===== src/sv/tqws_pkg.sv =====
// ----------------------------------------------------------------------------
// tqws_pkg
// Shared types and constants of the two-queue weighted server.
// ----------------------------------------------------------------------------
package tqws_pkg;

    // Payload widths.
    localparam int CMD_W  = 2;
    localparam int DATA_W = 32;

    // Default depth of each value queue.
    localparam int QUEUE_DEPTH_DEF = 16;

    // Command codes on the input channel.
    localparam logic [CMD_W-1:0] CMD_PUSH_NORMAL = 2'd0;
    localparam logic [CMD_W-1:0] CMD_PUSH_PREF   = 2'd1;
    localparam logic [CMD_W-1:0] CMD_SERVE       = 2'd2;

    // Result status codes.
    localparam logic STATUS_SERVED  = 1'b0;
    localparam logic STATUS_DROPPED = 1'b1;

    // Turn counter: zero serves normal, other counts serve preferred.
    localparam logic [1:0] TURN_NORMAL = 2'd0;
    localparam logic [1:0] TURN_RESET  = 2'd1;

    typedef logic signed [DATA_W-1:0] t_value;

    // Operation kinds after classification in the front end.
    typedef enum logic [1:0] {
        OP_PUSH_NORMAL,
        OP_PUSH_PREF,
        OP_SERVE
    } t_op_kind;

    typedef struct packed {
        t_op_kind kind;
        t_value   value;
    } t_op;

    // Back-end sequencer states.
    typedef enum logic {
        ST_EXEC,
        ST_FETCH
    } t_back_state;

    // Control from the back end to one value queue.
    typedef struct packed {
        logic   push;
        logic   pop;
        t_value data;
    } t_queue_ctrl;

    // Status of one value queue.
    typedef struct packed {
        logic empty;
        logic full;
    } t_queue_status;

endpackage


===== src/sv/tqws_if.sv =====
// ----------------------------------------------------------------------------
// tqws_if
// Valid/ready channel interfaces for commands and results.
// ----------------------------------------------------------------------------
interface tqws_cmd_if;
    logic                        valid;
    logic                        ready;
    logic [tqws_pkg::CMD_W-1:0]  command;
    tqws_pkg::t_value            push_value;

    modport source (output valid, output command, output push_value, input ready);
    modport sink   (input valid, input command, input push_value, output ready);
endinterface

interface tqws_res_if;
    logic             valid;
    logic             ready;
    tqws_pkg::t_value served_value;
    logic             from_preferred;
    logic             status;

    modport source (output valid, output served_value, output from_preferred,
                     output status, input ready);
    modport sink   (input valid, input served_value, input from_preferred,
                     input status, output ready);
endinterface


===== src/sv/tqws_front.sv =====
// ----------------------------------------------------------------------------
// tqws_front
// Accepts command beats, classifies them and holds them in a two-entry queue.
// ----------------------------------------------------------------------------
module tqws_front (
    input  logic            i_clk,
    input  logic            i_rst_n,
    tqws_cmd_if.sink        i_cmd,
    output tqws_pkg::t_op   o_op,
    output logic            o_op_valid,
    input  logic            i_op_ready
);

    tqws_pkg::t_op r_slot [2];
    logic          r_head;
    logic          r_tail;
    logic [1:0]    r_count;

    tqws_pkg::t_op n_op;
    logic          n_keep;
    logic          accept;
    logic          consume;

    // Classify the incoming command; the unused code is accepted and dropped.
    always_comb begin
        n_op.value = i_cmd.push_value;
        n_op.kind  = tqws_pkg::OP_SERVE;
        n_keep     = 1'b1;
        unique case (i_cmd.command)
            tqws_pkg::CMD_PUSH_NORMAL: n_op.kind = tqws_pkg::OP_PUSH_NORMAL;
            tqws_pkg::CMD_PUSH_PREF:   n_op.kind = tqws_pkg::OP_PUSH_PREF;
            tqws_pkg::CMD_SERVE:       n_op.kind = tqws_pkg::OP_SERVE;
            default:                   n_keep    = 1'b0;
        endcase
    end

    assign i_cmd.ready = (r_count != 2'd2);
    assign accept      = i_cmd.valid && i_cmd.ready && n_keep;
    assign consume     = o_op_valid && i_op_ready;
    assign o_op_valid  = (r_count != 2'd0);
    assign o_op        = r_slot[r_head];

    // Queue pointers and occupancy.
    always_ff @(posedge i_clk) begin
        if (!i_rst_n) begin
            r_head  <= 1'b0;
            r_tail  <= 1'b0;
            r_count <= 2'd0;
        end else begin
            if (accept) begin
                r_tail <= ~r_tail;
            end
            if (consume) begin
                r_head <= ~r_head;
            end
            if (accept && !consume) begin
                r_count <= r_count + 2'd1;
            end else if (consume && !accept) begin
                r_count <= r_count - 2'd1;
            end
        end
    end

    // Slot storage.
    always_ff @(posedge i_clk) begin
        if (accept) begin
            r_slot[r_tail] <= n_op;
        end
    end

endmodule


===== src/sv/tqws_queue.sv =====
// ----------------------------------------------------------------------------
// tqws_queue
// Bounded FIFO of values in a memory with a registered read port.
// ----------------------------------------------------------------------------
module tqws_queue #(
    parameter int DEPTH = tqws_pkg::QUEUE_DEPTH_DEF
) (
    input  logic                    i_clk,
    input  logic                    i_rst_n,
    input  tqws_pkg::t_queue_ctrl   i_ctrl,
    output tqws_pkg::t_queue_status o_status,
    output tqws_pkg::t_value        o_rd_data
);

    localparam int PTR_W  = $clog2(DEPTH);
    localparam int FILL_W = $clog2(DEPTH + 1);

    tqws_pkg::t_value r_mem [DEPTH];
    tqws_pkg::t_value r_rd_data;
    logic [PTR_W-1:0]  r_rd_ptr;
    logic [PTR_W-1:0]  r_wr_ptr;
    logic [FILL_W-1:0] r_fill;

    assign o_status.empty = (r_fill == '0);
    assign o_status.full  = (r_fill == FILL_W'(DEPTH));
    assign o_rd_data      = r_rd_data;

    // Pointers wrap explicitly so that any depth works.
    always_ff @(posedge i_clk) begin
        if (!i_rst_n) begin
            r_rd_ptr <= '0;
            r_wr_ptr <= '0;
            r_fill   <= '0;
        end else begin
            if (i_ctrl.push) begin
                r_wr_ptr <= (r_wr_ptr == PTR_W'(DEPTH - 1)) ? '0 : r_wr_ptr + PTR_W'(1);
            end
            if (i_ctrl.pop) begin
                r_rd_ptr <= (r_rd_ptr == PTR_W'(DEPTH - 1)) ? '0 : r_rd_ptr + PTR_W'(1);
            end
            if (i_ctrl.push && !i_ctrl.pop) begin
                r_fill <= r_fill + FILL_W'(1);
            end else if (i_ctrl.pop && !i_ctrl.push) begin
                r_fill <= r_fill - FILL_W'(1);
            end
        end
    end

    // Memory write port and registered read port.
    always_ff @(posedge i_clk) begin
        if (i_ctrl.push) begin
            r_mem[r_wr_ptr] <= i_ctrl.data;
        end
        if (i_ctrl.pop) begin
            r_rd_data <= r_mem[r_rd_ptr];
        end
    end

endmodule


===== src/sv/tqws_back.sv =====
// ----------------------------------------------------------------------------
// tqws_back
// Carries out operations against the two queues, arbitrates serves with the
// weighted turn counter and holds the result beat in an output register.
// ----------------------------------------------------------------------------
module tqws_back (
    input  logic                    i_clk,
    input  logic                    i_rst_n,
    input  tqws_pkg::t_op           i_op,
    input  logic                    i_op_valid,
    output logic                    o_op_ready,
    output tqws_pkg::t_queue_ctrl   o_ctrl_n,
    output tqws_pkg::t_queue_ctrl   o_ctrl_p,
    input  tqws_pkg::t_queue_status i_stat_n,
    input  tqws_pkg::t_queue_status i_stat_p,
    input  tqws_pkg::t_value        i_rd_n,
    input  tqws_pkg::t_value        i_rd_p,
    tqws_res_if.source              o_res
);

    tqws_pkg::t_back_state r_state;
    tqws_pkg::t_back_state n_state;
    logic [1:0]            r_turn;
    logic [1:0]            n_turn;
    logic                  r_sel;
    logic                  r_out_valid;
    tqws_pkg::t_value      r_out_value;
    logic                  r_out_pref;
    logic                  r_out_status;

    logic out_free;
    logic issue;
    logic sel_pref;
    logic load_drop;
    logic drop_pref;

    assign out_free = !r_out_valid || o_res.ready;

    // Next state.
    always_comb begin
        n_state = r_state;
        unique case (r_state)
            tqws_pkg::ST_EXEC:  n_state = issue ? tqws_pkg::ST_FETCH : tqws_pkg::ST_EXEC;
            tqws_pkg::ST_FETCH: n_state = tqws_pkg::ST_EXEC;
            default:            n_state = tqws_pkg::ST_EXEC;
        endcase
    end

    // Operation decode, queue control and turn update.
    always_comb begin
        o_op_ready    = 1'b0;
        o_ctrl_n      = '0;
        o_ctrl_p      = '0;
        o_ctrl_n.data = i_op.value;
        o_ctrl_p.data = i_op.value;
        issue         = 1'b0;
        sel_pref      = 1'b0;
        load_drop     = 1'b0;
        drop_pref     = 1'b0;
        n_turn        = r_turn;
        if (r_state == tqws_pkg::ST_EXEC && i_op_valid && out_free) begin
            o_op_ready = 1'b1;
            unique case (i_op.kind)
                tqws_pkg::OP_PUSH_NORMAL: begin
                    if (i_stat_n.full) begin
                        load_drop = 1'b1;
                    end else begin
                        o_ctrl_n.push = 1'b1;
                    end
                end
                tqws_pkg::OP_PUSH_PREF: begin
                    drop_pref = 1'b1;
                    if (i_stat_p.full) begin
                        load_drop = 1'b1;
                    end else begin
                        o_ctrl_p.push = 1'b1;
                    end
                end
                tqws_pkg::OP_SERVE: begin
                    // Weighted choice only when both queues hold entries.
                    priority if (i_stat_n.empty && i_stat_p.empty) begin
                        issue = 1'b0;
                    end else if (i_stat_p.empty) begin
                        issue    = 1'b1;
                        sel_pref = 1'b0;
                        n_turn   = tqws_pkg::TURN_RESET;
                    end else if (i_stat_n.empty) begin
                        issue    = 1'b1;
                        sel_pref = 1'b1;
                        n_turn   = tqws_pkg::TURN_RESET;
                    end else begin
                        issue    = 1'b1;
                        sel_pref = (r_turn != tqws_pkg::TURN_NORMAL);
                        n_turn   = r_turn + 2'd1;
                    end
                    o_ctrl_n.pop = issue && !sel_pref;
                    o_ctrl_p.pop = issue && sel_pref;
                end
                default: begin
                    o_op_ready = 1'b1;
                end
            endcase
        end
    end

    // Control registers.
    always_ff @(posedge i_clk) begin
        if (!i_rst_n) begin
            r_state     <= tqws_pkg::ST_EXEC;
            r_turn      <= tqws_pkg::TURN_RESET;
            r_out_valid <= 1'b0;
        end else begin
            r_state <= n_state;
            r_turn  <= n_turn;
            if (load_drop || r_state == tqws_pkg::ST_FETCH) begin
                r_out_valid <= 1'b1;
            end else if (o_res.ready) begin
                r_out_valid <= 1'b0;
            end
        end
    end

    // Result payload and serve selection.
    always_ff @(posedge i_clk) begin
        if (issue) begin
            r_sel <= sel_pref;
        end
        if (load_drop) begin
            r_out_value  <= '0;
            r_out_pref   <= drop_pref;
            r_out_status <= tqws_pkg::STATUS_DROPPED;
        end else if (r_state == tqws_pkg::ST_FETCH) begin
            r_out_value  <= r_sel ? i_rd_p : i_rd_n;
            r_out_pref   <= r_sel;
            r_out_status <= tqws_pkg::STATUS_SERVED;
        end
    end

    assign o_res.valid          = r_out_valid;
    assign o_res.served_value   = r_out_value;
    assign o_res.from_preferred = r_out_pref;
    assign o_res.status         = r_out_status;

endmodule


===== src/sv/two_queue_weighted_server_core.sv =====
// ----------------------------------------------------------------------------
// two_queue_weighted_server_core
// Two bounded value queues, normal and preferred, served three to one.
// ----------------------------------------------------------------------------
// Commands enter through a two-entry front buffer and are carried out by the
// back end one at a time. A push finishes in the exec state and a serve goes
// on to fetch, as each queue memory has a registered read port and the served
// value is ready the cycle after the pop. A push to a full queue gives one
// result beat with status set and a zero value; a successful push, a serve
// with both queues empty and the unused command code give no beat. When both
// queues hold entries, serves follow the pattern three preferred, one normal;
// when only one holds entries it is served and the turn counter returns to
// one. The finished result sits in an output register; the back end takes its
// next command only when that register is empty or is being taken in the
// same cycle, so a beat that waits stalls the back end, while the front buffer
// keeps accepting commands until both of its entries are full. Queue memories
// need no clearing after reset.
module two_queue_weighted_server_core #(
    parameter int QUEUE_DEPTH = tqws_pkg::QUEUE_DEPTH_DEF
) (
    input  logic        i_clk,
    input  logic        i_rst_n,
    tqws_cmd_if.sink    i_cmd,
    tqws_res_if.source  o_res
);

    tqws_pkg::t_op           op;
    logic                    op_valid;
    logic                    op_ready;
    tqws_pkg::t_queue_ctrl   ctrl_n;
    tqws_pkg::t_queue_ctrl   ctrl_p;
    tqws_pkg::t_queue_status stat_n;
    tqws_pkg::t_queue_status stat_p;
    tqws_pkg::t_value        rd_n;
    tqws_pkg::t_value        rd_p;

    // Front end: accept and classify.
    tqws_front u_front (
        .i_clk      (i_clk),
        .i_rst_n    (i_rst_n),
        .i_cmd      (i_cmd),
        .o_op       (op),
        .o_op_valid (op_valid),
        .i_op_ready (op_ready)
    );

    // Value queues.
    tqws_queue #(.DEPTH(QUEUE_DEPTH)) u_queue_n (
        .i_clk     (i_clk),
        .i_rst_n   (i_rst_n),
        .i_ctrl    (ctrl_n),
        .o_status  (stat_n),
        .o_rd_data (rd_n)
    );

    tqws_queue #(.DEPTH(QUEUE_DEPTH)) u_queue_p (
        .i_clk     (i_clk),
        .i_rst_n   (i_rst_n),
        .i_ctrl    (ctrl_p),
        .o_status  (stat_p),
        .o_rd_data (rd_p)
    );

    // Back end: execute and arbitrate.
    tqws_back u_back (
        .i_clk      (i_clk),
        .i_rst_n    (i_rst_n),
        .i_op       (op),
        .i_op_valid (op_valid),
        .o_op_ready (op_ready),
        .o_ctrl_n   (ctrl_n),
        .o_ctrl_p   (ctrl_p),
        .i_stat_n   (stat_n),
        .i_stat_p   (stat_p),
        .i_rd_n     (rd_n),
        .i_rd_p     (rd_p),
        .o_res      (o_res)
    );

    // A push never lands in a full queue.
    a_no_push_full: assert property (@(posedge i_clk) disable iff (!i_rst_n)
        !((ctrl_n.push && stat_n.full) || (ctrl_p.push && stat_p.full)))
        else $error("push into a full queue");

    // A pop never comes from an empty queue.
    a_no_pop_empty: assert property (@(posedge i_clk) disable iff (!i_rst_n)
        !((ctrl_n.pop && stat_n.empty) || (ctrl_p.pop && stat_p.empty)))
        else $error("pop from an empty queue");

    // A serve pops at most one queue.
    a_single_pop: assert property (@(posedge i_clk) disable iff (!i_rst_n)
        !(ctrl_n.pop && ctrl_p.pop))
        else $error("both queues popped at once");

    // A pop is followed by a valid served beat.
    a_pop_gives_beat: assert property (@(posedge i_clk) disable iff (!i_rst_n)
        (ctrl_n.pop || ctrl_p.pop) |=> ##1
        (o_res.valid && o_res.status == tqws_pkg::STATUS_SERVED))
        else $error("pop without a served beat");

endmodule


===== src/flat_wrapper.sv =====
// flat-port wrapper written by rule: the top's interface ports become plain ports
module two_queue_weighted_server_core_flat 
#(
    parameter int QUEUE_DEPTH = tqws_pkg::QUEUE_DEPTH_DEF
)
  (i_clk, i_rst_n, i_cmd_valid, i_cmd_command, i_cmd_push_value, i_cmd_ready, o_res_valid, o_res_served_value, o_res_from_preferred, o_res_status, o_res_ready);
  tqws_cmd_if i_cmd_i ();
  tqws_res_if o_res_i ();
  input  logic i_clk;
  input  logic i_rst_n;
  input wire logic [$bits(i_cmd_i.valid)-1:0] i_cmd_valid;
  input wire logic [$bits(i_cmd_i.command)-1:0] i_cmd_command;
  input wire logic [$bits(i_cmd_i.push_value)-1:0] i_cmd_push_value;
  output wire logic [$bits(i_cmd_i.ready)-1:0] i_cmd_ready;
  output wire logic [$bits(o_res_i.valid)-1:0] o_res_valid;
  output wire logic [$bits(o_res_i.served_value)-1:0] o_res_served_value;
  output wire logic [$bits(o_res_i.from_preferred)-1:0] o_res_from_preferred;
  output wire logic [$bits(o_res_i.status)-1:0] o_res_status;
  input wire logic [$bits(o_res_i.ready)-1:0] o_res_ready;
  assign i_cmd_i.valid = i_cmd_valid;
  assign i_cmd_i.command = i_cmd_command;
  assign i_cmd_i.push_value = i_cmd_push_value;
  assign i_cmd_ready = i_cmd_i.ready;
  assign o_res_valid = o_res_i.valid;
  assign o_res_served_value = o_res_i.served_value;
  assign o_res_from_preferred = o_res_i.from_preferred;
  assign o_res_status = o_res_i.status;
  assign o_res_i.ready = o_res_ready;
  two_queue_weighted_server_core #(.QUEUE_DEPTH(QUEUE_DEPTH)) u_core (.i_clk(i_clk), .i_rst_n(i_rst_n), .i_cmd(i_cmd_i), .o_res(o_res_i));
endmodule

===== config.mk =====
export PLATFORM = sky130hd
export DESIGN_NAME = two_queue_weighted_server_core_flat
export DESIGN_NICKNAME = d
export VERILOG_FILES = /design/src/sv/tqws_pkg.sv /design/src/sv/tqws_if.sv /design/src/sv/tqws_front.sv /design/src/sv/tqws_queue.sv /design/src/sv/tqws_back.sv /design/src/sv/two_queue_weighted_server_core.sv /design/src/flat_wrapper.sv
export SDC_FILE = /design/constraint.sdc
export NUM_CORES = 1
export LEC_CHECK = 0
export BUFFER_PORTS_ARGS = -buffer_cell sky130_fd_sc_hd__clkbuf_2
export CORE_MARGIN = 5
export CORE_UTILIZATION = 30
export DETAILED_ROUTE_END_ITERATION = 10
export SLEW_MARGIN = 5
export SYNTH_ARGS = -nofsm -noshare
export SYNTH_HDL_FRONTEND = slang
export SYNTH_HIERARCHICAL = 1
export SYNTH_SLANG_ARGS = --single-unit

===== constraint.sdc =====
create_clock -name i_clk -period 13.55 [get_ports i_clk]
set_clock_uncertainty 0.05 [all_clocks]
set_input_delay 2.0325 -clock i_clk [delete_from_list [all_inputs] [get_ports i_clk]]
set_output_delay 2.0325 -clock i_clk [all_outputs]
set_load 0.01 [all_outputs]

==> impl_metrics.yaml <==
flow_run:
  cap_violations: 0
final_layout:
  synthToLayoutAreaGrowth_pct: 12.5
  drive_above_1_share_pct: 27.5
  fillers: 14400
  multi_input_area_um2: 9860
  seqCellArea_um2: 36200
  nNetsFinal: 2325
timing:
  finalCritPeriodShare_pct: 30.0
  slew_headroom_pct: 27.2
  final_max_slew_viol_count: 0
  tightest_slew_ps: 1090
  fmax_mhz: 246
  setup_tns_ps: 0
  fin_crit_ps: 4060
  layout_setup_ws_ps: 9490
  setup_viol: 0
  rsz0062_at_grt: "no"
  hold_viol: 0
grt:
  grt_pass1_wl_mm: 152
  grt_max_degree: 71
  antenna_found_initial: 4
  grt_pass1_vias: 21100
  gr-total-overflow: 0
  track_usage_pct: 12.6
clock_network:
  cts_root_buf: "clkbuf_16"
  cts.sinks: 1226
  h-tree-depth: 3
  cts_tree: "yes"
  cts_buffer_depth: 3
  numCtsBuffers: 116
  cts_hold_buf: 0
  path_clk_slew_ps: 60
  post_cts_buffers: 0
  post_cts_resized: 0
  clk_latency_ps: 720
yosys:
  async_flop_share_pct: 0
  ys_warn_count: 6
  yosys-top-cells-area: "edfxtp_1 74%, mux4_2 12%, dfxtp_1 2.9%"
  ys_ff_latch: 1226
  synth_ff_type: "edfxtp_1"
  syn_avg_cell_area_um2: 21.1
  synth_top_area_share_pct: 73.9
  synthCells: 2231
  ys_types: 48
  ys_top_cells_by_count: "1,158 x edfxtp_1, 256 x mux4_2, 128 x a22oi_1"
  synth_fp_nets: 2291
  synth_edf_count: 1158
  yosysSeqAreaShare_pct: 76.8
  synth.most_common_cell: "edfxtp_1"
  synth_area_um2: 47100
  yosysTopAreaCell: "edfxtp_1"
setup_path:
  cp.arrival_ps: 4650
  path_cells: "clkbuf_2, nand2b_1, nand3_1, nor3_2, buf_4, inv_1, ha_1, inv_1, ha_1, a21oi_1, a211oi_1, a31oi_1, mux2i_1"
  crit_slowest_cell: "buf_4"
  cp-end-kind: "flop"
  critPathRequiredTime_ps: 14140
  slowest_delay_ps: 430
  startpoint: "o_res_ready"
  critPathLaunchType: "input port"
  crit_type: "input port to flop"
  path_max_fanout: 36
route:
  avgViaCountPerCell: 4.80
  drt_pre_antenna_iters: 5
  route.detailed.drc: 0
  vias: 21200
  first_iter_violations: 2225
  finalWirelength_mm: 105
  wl_per_cell_um: 23.6
  detail-route-antenna-nets: 0
die:
  dieArea_um2: 165000
  core-area_um2: 156000
  row_count: 145
  fp.dieH_um: 406
  pin_count: 74
  die_x_um: 406
  start_util_pct: 30.1
min_path:
  hold_start: "u_core/u_queue_p/r_fill[4]"
  worstHoldPathType: "flop to flop"
pwr:
  p_leak_nw: 16.2
  power_density_nw_per_um2: 179
  ir_drop_v: 0.0000963
  p_switching_mw: 2.51
  share_comb_of_total_power_pct: 15.7
  p_clk_share_pct: 33.6
  seqPwrFrac_pct: 50.8
  internal_power_mw: 7.00
  swShare_pct: 26.4
outcome:
  outcome: "complete, no violations"
placed_design:
  hpwl_mm: 60.1
  dp_slack_ps: 8790
  port_buffers: 73
  gp_congestion: 0.764
per-stage QoR:
| step | instance area, um^2 | utilization [%] | std cells | total power [mW] | hold WS (ps) |
|---|---|---|---|---|---|
| after global routing | 52900 | 33.9 | 4415 | 9.90 | 461 |
| after floorplan | 47100 | - | 2231 | 5.90 | 401 |
| after CTS | 52900 | 33.9 | 4415 | 9.63 | 438 |
| final | 53000 | 33.9 | 4423 | 9.51 | 441 |
| after detailed placement | 49200 | 31.5 | 4205 | 6.43 | 428 |
| after global placement | 49200 | 31.5 | 4205 | 6.40 | 422 |
logic make-up (layout without fill, tap and decap cells):
logic type / Yosys count / count (layout) / synth area share (%)
AOI/OAI and AO/OA: 201 / 201 / 3.45
xor gates and xnor gates: 11 / 11 / 0.205
adders and majority gates: 22 / 22 / 0.617
buffers and inverters: 198 / 324 / 2.51
DFF: 1226 / 1226 / 76.8
muxes: 332 / 332 / 14.0
other: 0 / 8 / 0
and+or+nand+nor: 241 / 241 / 2.50
cell usage in the layout (no fill, tap or decap), types with 8 or more instances in the layout:
cell          n
clkbuf_16   116
mux4_2      256
a211oi_2     30
mux2i_1      42
bufinv_16    10
clkinv_1     10
clkbuf_2     73
clkbuf_1     25
ha_1         20
nor2_1       56
nand2_1      85
a22oi_1     128
and2_2       35
dfxtp_1      62
buf_4        26
edfxtp_1   1158
clkinv_2     24
nand3_1      10
inv_1        15
diode_2       8
a21oi_1      14
mux2_2       34
final timing paths:
kind | to | slack (ps) | depth (start not counted)
hold / removal | u_core/u_queue_p/r_fill[4] | 440 | 2
setup reg to reg | u_core/u_queue_p/r_fill[4] | 9550 | 14
hold reg to reg | u_core/u_queue_p/r_fill[4] | 440 | 2
setup / recovery | u_core/u_queue_p/r_fill[4] | 9490 | 13
final cells by class:
class | count | share of cell area (%)
Sequential cell | 1226 | 68.3
Multi-Input combinational cell | 807 | 18.6
Clock buffer | 148 | 5.84
Tap cell | 2058 | 4.86
Clock inverter | 62 | 1.21
Timing Repair Buffer | 99 | 1.06
Inverter | 15 | 0.106
Antenna cell | 8 | 0.0378
metal layers:
metal | vias to the layer above | GRT usage, % | part of all wire, %
li1 | 9185 | - | -
met1 | 11300 | 18.8 | 46
met2 | 645 | 18.5 | 45
met3 | 125 | 3.24 | 7.6
met4 | 2 | 2.81 | 1.7
met5 | - | 0 | 0.011
critical path, delay by kind of cell:
family | cells | cell delay (ps)
buffers and inverters | 4 | 830
and+or+nand+nor | 3 | 510
muxes | 1 | 200
adders and majority gates | 2 | 540
AOI/OAI and AO/OA | 3 | 510
flip-flops by register name, summed over array words and instances (netlist names), 2 cells and up, named ones only:
signal,flops
u_core/u_back/r_turn,2
u_core/u_front/r_count,2
u_core/u_queue_n/r_mem,512
u_core/u_front/r_slot,68
u_core/u_queue_p/r_mem,512
u_core/u_queue_n/r_rd_ptr,4
u_core/u_back/o_res.served_value,32
u_core/u_queue_p/o_rd_data,32
u_core/u_queue_n/o_rd_data,32
u_core/u_queue_p/r_rd_ptr,4
u_core/u_queue_n/r_fill,5
u_core/u_queue_n/r_wr_ptr,4
u_core/u_queue_p/r_wr_ptr,4
u_core/u_queue_p/r_fill,5
power by group through the flow:
stage / logic, mW / clock network (mW) / registers, mW
2_1_floorplan: 1.06 / 0 / 4.84
3_3_place_gp: 1.49 / 0 / 4.90
3_5_place_dp: 1.52 / 0 / 4.91
4_1_cts: 1.52 / 3.27 / 4.83
5_1_grt: 1.62 / 3.43 / 4.85
6_report: 1.49 / 3.19 / 4.83
(Power assumes the default switching activity.)
